$ cat src/hdl/lsp_pkg.sv
// lifetime slot pool: shared constants, types and helpers
// used by the controller, datapath and top level; no dependencies
package lsp_pkg;

  localparam int unsigned SLOTS  = 64;
  localparam int unsigned SLOT_W = $clog2(SLOTS);
  localparam int unsigned CNT_W  = $clog2(SLOTS + 1);
  localparam int unsigned LIFE_W = 24;
  localparam int unsigned DT_W   = 16;

  typedef enum logic {
    REQ_SPAWN = 1'b0,
    REQ_TICK  = 1'b1
  } req_e;

  typedef enum logic [1:0] {
    ST_IDLE,
    ST_SCAN,
    ST_TICK,
    ST_DONE
  } state_e;

  typedef struct packed {
    logic spawn_start;
    logic tick_start;
    logic scan_step;
    logic tick_step;
    logic load_result;
  } cmd_t;

  typedef struct packed {
    logic spawn_ok;
    logic scan_end;
    logic tick_end;
    logic out_free;
  } sts_t;

  function automatic logic [SLOT_W-1:0] next_slot(input logic [SLOT_W-1:0] idx);
    logic [SLOT_W-1:0] nxt;
    if (idx == SLOT_W'(SLOTS - 1)) begin
      nxt = '0;
    end else begin
      nxt = idx + SLOT_W'(1);
    end
    return nxt;
  endfunction

endpackage

$ cat src/hdl/lifetime_slot_pool_core.sv
// lifetime slot pool top level: controller, datapath and assertions
// depends on lsp_pkg, lsp_ctrl, lsp_dp and lsp_ram
//
// A pool of SLOTS slots, each with an in-use flag and a 12.12 lifetime held in a
// one-port-write, one-port-read ram. Requests are handled one at a time and each
// returns exactly one result beat. A tick streams every slot through the lifetime ram,
// one slot per cycle with the update in the cycle after the read. A successful spawn
// writes the slot and then searches circularly for the next free slot, one slot per cycle.
// A new request is taken while the previous result still waits in the output register.
module lifetime_slot_pool_core import lsp_pkg::*; (
  input  logic        clk_i,
  input  logic        rst_ni,
  input  logic        in_valid_i,
  output logic        in_ready_o,
  input  logic        req_type_i,
  input  logic [23:0] life_time_i,
  input  logic [15:0] tick_delta_i,
  output logic        out_valid_o,
  input  logic        out_ready_i,
  output logic        accepted_o,
  output logic [5:0]  slot_index_o,
  output logic [6:0]  expired_count_o,
  output logic [6:0]  active_count_o
);

  cmd_t cmd;
  sts_t sts;

  lsp_ctrl u_ctrl (
    .clk_i      (clk_i),
    .rst_ni     (rst_ni),
    .in_valid_i (in_valid_i),
    .req_type_i (req_type_i),
    .in_ready_o (in_ready_o),
    .sts_i      (sts),
    .cmd_o      (cmd)
  );

  lsp_dp u_dp (
    .clk_i           (clk_i),
    .rst_ni          (rst_ni),
    .cmd_i           (cmd),
    .sts_o           (sts),
    .life_time_i     (LIFE_W'(life_time_i)),
    .tick_delta_i    (DT_W'(tick_delta_i)),
    .out_ready_i     (out_ready_i),
    .out_valid_o     (out_valid_o),
    .accepted_o      (accepted_o),
    .slot_index_o    (slot_index_o),
    .expired_count_o (expired_count_o),
    .active_count_o  (active_count_o)
  );

  a_active_bound : assert property (@(posedge clk_i) disable iff (!rst_ni)
    out_valid_o |-> (active_count_o <= 7'(SLOTS)))
    else $error("active count above pool size");

  a_spawn_no_expiry : assert property (@(posedge clk_i) disable iff (!rst_ni)
    (out_valid_o && accepted_o) |-> (expired_count_o == 7'd0))
    else $error("accepted spawn reports expired slots");

  a_reject_slot_zero : assert property (@(posedge clk_i) disable iff (!rst_ni)
    (out_valid_o && !accepted_o) |-> (slot_index_o == 6'd0))
    else $error("rejected spawn or tick reports a slot");

  a_tick_busy : assert property (@(posedge clk_i) disable iff (!rst_ni)
    (in_valid_i && in_ready_o && req_type_i) |=> !in_ready_o)
    else $error("new beat taken while a tick sweep runs");

endmodule

$ cat src/hdl/lsp_ram.sv
// generic single write port, single read port ram with registered read
// no dependencies
module lsp_ram #(
  parameter int unsigned WIDTH = 8,
  parameter int unsigned DEPTH = 16
) (
  input  logic                     clk_i,
  input  logic                     we_i,
  input  logic [$clog2(DEPTH)-1:0] waddr_i,
  input  logic [WIDTH-1:0]         wdata_i,
  input  logic                     re_i,
  input  logic [$clog2(DEPTH)-1:0] raddr_i,
  output logic [WIDTH-1:0]         rdata_o
);

  logic [WIDTH-1:0] mem_q [DEPTH];
  logic [WIDTH-1:0] rdata_q;

  always_ff @(posedge clk_i) begin
    if (we_i) begin
      mem_q[waddr_i] <= wdata_i;
    end
    if (re_i) begin
      rdata_q <= mem_q[raddr_i];
    end
  end

  assign rdata_o = rdata_q;

endmodule

$ cat src/hdl/lsp_ctrl.sv
// lifetime slot pool controller: request sequencing state machine
// depends on lsp_pkg
module lsp_ctrl import lsp_pkg::*; (
  input  logic clk_i,
  input  logic rst_ni,
  input  logic in_valid_i,
  input  logic req_type_i,
  output logic in_ready_o,
  input  sts_t sts_i,
  output cmd_t cmd_o
);

  state_e state_q, state_d;

  always_ff @(posedge clk_i or negedge rst_ni) begin
    if (!rst_ni) begin
      state_q <= ST_IDLE;
    end else begin
      state_q <= state_d;
    end
  end

  always_comb begin
    state_d    = state_q;
    cmd_o      = '0;
    in_ready_o = 1'b0;
    case (state_q)
      ST_IDLE: begin
        in_ready_o = 1'b1;
        if (in_valid_i) begin
          if (req_e'(req_type_i) == REQ_TICK) begin
            cmd_o.tick_start = 1'b1;
            state_d          = ST_TICK;
          end else begin
            cmd_o.spawn_start = 1'b1;
            state_d           = sts_i.spawn_ok ? ST_SCAN : ST_DONE;
          end
        end
      end
      ST_SCAN: begin
        cmd_o.scan_step = 1'b1;
        if (sts_i.scan_end) begin
          state_d = ST_DONE;
        end
      end
      ST_TICK: begin
        cmd_o.tick_step = 1'b1;
        if (sts_i.tick_end) begin
          state_d = ST_DONE;
        end
      end
      ST_DONE: begin
        if (sts_i.out_free) begin
          cmd_o.load_result = 1'b1;
          state_d           = ST_IDLE;
        end
      end
      default: begin
        state_d = ST_IDLE;
      end
    endcase
  end

endmodule

$ cat src/hdl/lsp_dp.sv
// lifetime slot pool datapath: in-use flags, counters, free pointer,
// lifetime ram and result registers; depends on lsp_pkg and lsp_ram
module lsp_dp import lsp_pkg::*; (
  input  logic              clk_i,
  input  logic              rst_ni,
  input  cmd_t              cmd_i,
  output sts_t              sts_o,
  input  logic [LIFE_W-1:0] life_time_i,
  input  logic [DT_W-1:0]   tick_delta_i,
  input  logic              out_ready_i,
  output logic              out_valid_o,
  output logic              accepted_o,
  output logic [5:0]        slot_index_o,
  output logic [6:0]        expired_count_o,
  output logic [6:0]        active_count_o
);

  logic [SLOTS-1:0]  slot_used_q;
  logic [CNT_W-1:0]  used_total_q;
  logic [SLOT_W-1:0] fp_q;
  logic              fp_valid_q;
  logic [SLOT_W-1:0] scan_idx_q;
  logic [SLOT_W-1:0] scan_cnt_q;
  logic [SLOT_W-1:0] rd_idx_q;
  logic              rd_more_q;
  logic [SLOT_W-1:0] st_idx_q;
  logic              st_v_q;
  logic              out_valid_q;

  logic [DT_W-1:0]   dt_q;
  logic              res_acc_q;
  logic [SLOT_W-1:0] res_slot_q;
  logic [CNT_W-1:0]  res_exp_q;
  logic              out_acc_q;
  logic [SLOT_W-1:0] out_slot_q;
  logic [CNT_W-1:0]  out_exp_q;
  logic [CNT_W-1:0]  out_act_q;

  logic              spawn_ok;
  logic              spawn_go;
  logic              scan_free;
  logic              scan_last;
  logic              st_hit;
  logic              st_expire;
  logic [LIFE_W-1:0] life_rd;
  logic [LIFE_W-1:0] dt_ext;
  logic              ram_we;
  logic [SLOT_W-1:0] ram_waddr;
  logic [LIFE_W-1:0] ram_wdata;
  logic              ram_re;

  assign spawn_ok  = (used_total_q < CNT_W'(SLOTS)) && fp_valid_q && !slot_used_q[fp_q];
  assign spawn_go  = cmd_i.spawn_start && spawn_ok;
  assign scan_free = !slot_used_q[scan_idx_q];
  assign scan_last = scan_cnt_q == SLOT_W'(SLOTS - 1);
  assign dt_ext    = LIFE_W'(dt_q);
  assign st_hit    = cmd_i.tick_step && st_v_q && slot_used_q[st_idx_q];
  assign st_expire = st_hit && (life_rd <= dt_ext);

  assign ram_we    = spawn_go || (st_hit && !st_expire);
  assign ram_waddr = cmd_i.spawn_start ? fp_q : st_idx_q;
  assign ram_wdata = cmd_i.spawn_start ? life_time_i : (life_rd - dt_ext);
  assign ram_re    = cmd_i.tick_step && rd_more_q;

  lsp_ram #(
    .WIDTH (LIFE_W),
    .DEPTH (SLOTS)
  ) u_life_ram (
    .clk_i   (clk_i),
    .we_i    (ram_we),
    .waddr_i (ram_waddr),
    .wdata_i (ram_wdata),
    .re_i    (ram_re),
    .raddr_i (rd_idx_q),
    .rdata_o (life_rd)
  );

  assign sts_o.spawn_ok = spawn_ok;
  assign sts_o.scan_end = scan_free || scan_last;
  assign sts_o.tick_end = st_v_q && (st_idx_q == SLOT_W'(SLOTS - 1));
  assign sts_o.out_free = !out_valid_q || out_ready_i;

  always_ff @(posedge clk_i or negedge rst_ni) begin
    if (!rst_ni) begin
      slot_used_q  <= '0;
      used_total_q <= '0;
      fp_q         <= '0;
      fp_valid_q   <= 1'b1;
      scan_idx_q   <= '0;
      scan_cnt_q   <= '0;
      rd_idx_q     <= '0;
      rd_more_q    <= 1'b0;
      st_idx_q     <= '0;
      st_v_q       <= 1'b0;
      out_valid_q  <= 1'b0;
    end else begin
      if (spawn_go) begin
        slot_used_q[fp_q] <= 1'b1;
        used_total_q      <= used_total_q + CNT_W'(1);
        scan_idx_q        <= next_slot(fp_q);
        scan_cnt_q        <= SLOT_W'(1);
      end
      if (cmd_i.scan_step) begin
        if (scan_free) begin
          fp_q       <= scan_idx_q;
          fp_valid_q <= 1'b1;
        end else if (scan_last) begin
          fp_valid_q <= 1'b0;
        end else begin
          scan_idx_q <= next_slot(scan_idx_q);
          scan_cnt_q <= scan_cnt_q + SLOT_W'(1);
        end
      end
      if (cmd_i.tick_start) begin
        rd_idx_q  <= '0;
        rd_more_q <= 1'b1;
        st_v_q    <= 1'b0;
      end
      if (cmd_i.tick_step) begin
        // read stage one slot ahead of the update stage
        if (rd_more_q) begin
          st_v_q   <= 1'b1;
          st_idx_q <= rd_idx_q;
          if (rd_idx_q == SLOT_W'(SLOTS - 1)) begin
            rd_more_q <= 1'b0;
          end else begin
            rd_idx_q <= rd_idx_q + SLOT_W'(1);
          end
        end else begin
          st_v_q <= 1'b0;
        end
        if (st_expire) begin
          slot_used_q[st_idx_q] <= 1'b0;
          if (used_total_q != '0) begin
            used_total_q <= used_total_q - CNT_W'(1);
          end
          fp_q       <= st_idx_q;
          fp_valid_q <= 1'b1;
        end
      end
      if (cmd_i.load_result) begin
        out_valid_q <= 1'b1;
      end else if (out_ready_i) begin
        out_valid_q <= 1'b0;
      end
    end
  end

  always_ff @(posedge clk_i) begin
    if (cmd_i.spawn_start) begin
      res_acc_q  <= spawn_ok;
      res_slot_q <= spawn_ok ? fp_q : '0;
      res_exp_q  <= '0;
    end
    if (cmd_i.tick_start) begin
      dt_q       <= tick_delta_i;
      res_acc_q  <= 1'b0;
      res_slot_q <= '0;
      res_exp_q  <= '0;
    end
    if (st_expire) begin
      res_exp_q <= res_exp_q + CNT_W'(1);
    end
    if (cmd_i.load_result) begin
      out_acc_q  <= res_acc_q;
      out_slot_q <= res_slot_q;
      out_exp_q  <= res_exp_q;
      out_act_q  <= used_total_q;
    end
  end

  assign out_valid_o     = out_valid_q;
  assign accepted_o      = out_acc_q;
  assign slot_index_o    = 6'(out_slot_q);
  assign expired_count_o = 7'(out_exp_q);
  assign active_count_o  = 7'(out_act_q);

endmodule
$ cat config.mk
export PLATFORM = sky130hd
export DESIGN_NAME = lifetime_slot_pool_core
export DESIGN_NICKNAME = d
export VERILOG_FILES = /design/src/hdl/lsp_pkg.sv /design/src/hdl/lifetime_slot_pool_core.sv /design/src/hdl/lsp_ram.sv /design/src/hdl/lsp_ctrl.sv /design/src/hdl/lsp_dp.sv
export SDC_FILE = /design/constraint.sdc
export NUM_CORES = 2
export LEC_CHECK = 0
export ABC_AREA = 1
export BUFFER_PORTS_ARGS = -buffer_cell sky130_fd_sc_hd__buf_2
export CORE_MARGIN = 2
export CORE_UTILIZATION = 55
export DETAILED_ROUTE_END_ITERATION = 10
export PLACE_DENSITY = 0.81
export SYNTH_ARGS = -nofsm -noshare
export SYNTH_HDL_FRONTEND = slang
export SYNTH_SLANG_ARGS = --single-unit
$ cat constraint.sdc
create_clock -name clk_i -period 4.69 [get_ports clk_i]
set_input_delay 0 -clock clk_i [delete_from_list [all_inputs] [get_ports clk_i]]
set_output_delay 0 -clock clk_i [all_outputs]
set_load 0.02 [all_outputs]
==> results summary <==
The global route total overflow came out at 0. In this run the most critical hold path is launched from life_time_i[8]. The period utilization is 86.6%. The cell depth of the worst min-delay path came out at 3. For this design the static power due to leakage is 27.6 nW.

After synthesis the netlist holds a flip-flop and latch count of around 1700. The area share of the largest cell type after synthesis is 66.8%. The number of cells on the worst reg-to-reg path is 16. The final reports fail on capacitance limit.

Counting along the longest clock path gives a buffer depth of 3. The data arrival at the endpoint of the critical path is 4.59 ns. The most used flip-flop cell after synthesis is edfxtp_1. The async set or reset register ratio after synthesis is 6.23%.

The worst clock skew is 0.0656 ns. The maximum fanout encountered on the critical timing path is 27. Dividing total power by cell area gives a power density of 679 mW/mm2. The count of input and output buffers is 67.

The post-layout net count is between 6000 and 7000. The number of enable flip-flop cells after synthesis is 1604. The biggest area contributor in the post-synthesis netlist is edfxtp_1. The gate count of the mapped netlist came out at 6196. The data required time at the worst endpoint came out at between 5 and 6 ns. The congestion estimate from routability-driven global placement came to 1.01. The startpoint class of the critical path is a flip-flop.

The clock latency at the later pin of the worst-skew pair came out at 0.84 ns. TritonCTS built the clock tree. After filler insertion, the fill cell instance count of the layout stands at 9299.

The post-synthesis cell type count is 50. The worst register-to-register path begins at u_dp.st_idx_q[0]$_DFFE_PN0P_. Of the synthesized area, sequential elements account for 70.7%. Yosys printed 0 warnings. Yosys attributes the largest share of cell area to edfxtp_1 67%, o21ai_0 6.8%, nor2_1 5.6%. The first global-routing pass estimated 315000 um of wire.

The total routing usage reported by global routing came out at 31.3%. The total of max-cap violations came out at 1. The clock slew at the register clock pins of the worst setup and hold paths is 0.07 ns. The die covers 0.134 mm2.

The switching share of power is 40.7%. The share of final-layout standard cells stronger than drive strength 1 is 10.3%. At the end of the flow the core is filled with cells to 62.2%. The area growth from synthesis to layout came out at 12.0%. The horizontal die dimension came out at between 300 and 400 um. The max-slew violation count came out at 0.

The count of final hold-check violations is 0. The maximum number of pins on one net before global-route repair is ~210. The endpoint type of the worst setup path is a flip-flop. The run finished, with violations left.

The remaining number of nets flagged by the antenna check after routing came out at 0. The cell repeated most along the worst path is nand2_1. The final setup violation count came out at 0. The cell at the root of the clock tree is clkbuf_16. The total wirelength of the detailed-routed design is 214000 um. Clock tree synthesis found a total of between 1500 and 2000 sinks.

For this design, the slowest cell found on the critical path is dfrtp_1. In this run, the combinational gates consume 37.2% of the power. The average wire per standard cell came out at 26.3 um. The H-tree was split into 4 levels.

The achievable clock frequency is 246 MHz. The total net switching power came out at 22.3 mW. Using the TritonRoute via totals, the vias-per-cell ratio works out to ~6.5. The worst setup path is of the reg2reg kind. The final critical path time including I/O delays and setup came out at ~4.1 ns.

Cell internal power was estimated by the tool at 32.5 mW. The number of global-route vias before repair came out at 50000. For this block, the initial DRC count from the detailed router was ~10000.

The detailed placer's ending HPWL is between 100000 and 150000 um. The start point of the critical path is u_dp.st_idx_q[0]$_DFFE_PN0P_. The maximum resistive drop on vdd is 0.662 mV. The number of antenna violations at the first check in global routing is 16. On the worst path, the slowest cell contributes a delay of 0.84 ns.

The portion of total power attributed to sequential cells came out at 39.6%. The clock share of power came out at 23.2%. The most common library cell in the layout ignoring fill and taps is edfxtp_1. Setup repair after global routing left no endpoint under its margin. Leaving out fill and tap cells, the most frequent cells in the layout are 1604 x edfxtp_1, 1018 x nor2_1, 972 x o21ai_0. The count of cells resized by post-cts repair came out at 0.

The height of the chip is around 370 um. In this run the tightest slew margin relative to its limit is less than 1%. In this run the worst hold path is classified as in2reg. The number of detailed-routing iterations run before antenna repair is 6. The effective utilization at floorplan came out at 55.6%. The total core area is 0.130 mm2. Row generation in the floorplan step produced 132 rows.

The DRC violations left is 0. The TritonCTS buffer count is 165. Pin placement for this block handled 68 I/O pins.

The number of nets in the synthesized netlist is 6269. The routed layout has between 50000 and 60000 vias. The critical path goes through buf_4, nand2_1, nand2_1, nand2_1, nand2_1, nand2_1, nand2_1, nand2_1, nand2_1, nor2_1, nand2_1, nand2_1, o21ai_2, nand2_1, nor2_2, buf_4. The setup TNS after final layout is 0 ns. The netlist area before placement is 0.0721 mm2. At the pin with the least slew margin, the transition time is around 1.5 ns. Averaged over all synthesized cells, the footprint is 11.6 um2.
flip-flops by register name, indices dropped and copies added (netlist names):
signal and count:
u_dp.accepted_o 1, u_dp.u_life_ram.rdata_o 24, u_dp.fp_valid_q 1, u_dp.dt_q 16, u_dp.res_exp_q 7, u_dp.slot_index_o 6
u_dp.rd_more_q 1, u_ctrl.state_q 2, u_dp.res_slot_q 6, u_dp.fp_q 6, u_dp.slot_used_q 64, u_dp.res_acc_q 1
u_dp.expired_count_o 7, u_dp.out_valid_o 1, u_dp.rd_idx_q 6, u_dp.used_total_q 7, u_dp.scan_idx_q 6, u_dp.u_life_ram.mem_q 1536
u_dp.st_idx_q 6, u_dp.active_count_o 7, u_dp.scan_cnt_q 6, u_dp.st_v_q 1
final timing paths:
check | end | slack (ns)
worst max-delay path | u_dp.u_life_ram.mem_q[61][9]$_DFFE_PP_ | 0.63
worst min-delay path | u_dp.u_life_ram.mem_q[40][8]$_DFFE_PP_ | 0.12
worst max register to register | u_dp.u_life_ram.mem_q[61][9]$_DFFE_PP_ | 0.63
worst min register to register | u_dp.slot_index_o[4]$_DFFE_PP_ | 0.44
max in group asynchronous | u_dp.slot_used_q[22]$_DFF_PN0_ | 3.64
min in group asynchronous | u_dp.slot_used_q[47]$_DFF_PN0_ | 0.31
Yosys cell counts, types with 2 or more instances:
library cell / n
a21boi_0: 2
a21o_1: 2
a21oi_1: 31
a31oi_1: 4
buf_1: 12
buf_2: 87
buf_4: 20
buf_6: 12
clkbuf_1: 278
clkinv_1: 7
dfrtp_1: 106
dfxtp_1: 7
edfxtp_1: 1604
ha_1: 27
inv_1: 212
inv_2: 13
nand2_1: 719
nand2_2: 8
nand2_4: 2
nand3_1: 203
nand3b_1: 3
nand4_1: 12
nor2_1: 1083
nor2_2: 2
nor2_4: 4
nor3_1: 11
nor3_2: 8
nor4_1: 2
o211ai_1: 87
o21ai_0: 984
o21ai_1: 95
o21bai_1: 36
o21bai_2: 9
o221ai_1: 33
o22ai_1: 408
o31ai_1: 4
or2_2: 23
xnor2_1: 10
xor2_1: 15
power groups by stage:
stage / clock network [mW] / logic (mW) / registers [mW]
6_report: 12.7 / 20.4 / 21.7
5_1_grt: 13.3 / 20.9 / 21.7
4_1_cts: 12.7 / 19.3 / 21.7
3_5_place_dp: 0 / 19.1 / 22.0
3_3_place_gp: 0 / 18.6 / 22.0
2_1_floorplan: 0 / 9.68 / 22.3
cell families after synthesis:
kind of cell | synth area share, %
adder cells (fa/ha/maj) | 0.496
flip-flops | 70.7
AO/OA/AOI/OAI | 13.2
XOR/XNOR | 0.304
buffers and inverters | 3.72
AND/OR/NAND/NOR | 11.6
stage by stage:
step	power [mW]	cell area, um2	std cells	setup slack [ns]	hold WS, ns
after detailed placement	41.1	75100	7802	0.714	0.116
after global placement	40.6	75100	7802	0.761	0.104
after global routing	55.9	80800	8152	0.293	0.0652
after floorplan	32.0	72100	6196	-0.252	-0.296
after CTS	53.7	80800	8151	0.723	0.0201
final	54.8	80800	8152	0.626	0.118
worst max-delay path: cells and delay by family (launching register included):
family	cells	cell delay, ns
flip-flops	1	0.84
AO/OA/AOI/OAI	1	0.39
AND/OR/NAND/NOR	13	1.83
buffers and inverters	2	0.71
per-layer routing:
layer  part of all wire [%]  vias to the layer above  GRT usage [%]
met5                  0.089                        -              0
met4                    6.5                       24           18.0
met3                     14                      779           8.41
met2                     45                     4418           47.3
met1                     35                    25200           41.1
li1                       -                    22500              -
final cells by class:
| cell class | count | area [um2] | area share (%) |
|---|---|---|---|
| clock inverters | 75 | 652 | 0.807 |
| inverters | 233 | 897 | 1.11 |
| repair buffers | 328 | 2780 | 3.44 |
| well taps | 1742 | 2180 | 2.70 |
| flip-flops and latches | 1718 | 51000 | 63.1 |
| multi-input cells | 3836 | 18800 | 23.3 |
| diodes | 1 | 2.50 | 0.00310 |
| clock buffers | 219 | 4420 | 5.47 |
repair_timing:
action,CTS,global route
setup buffers,0,0
hold buffers,55,0
hold endpoints to repair,623,0
Power figures use the tool's default switching activity.
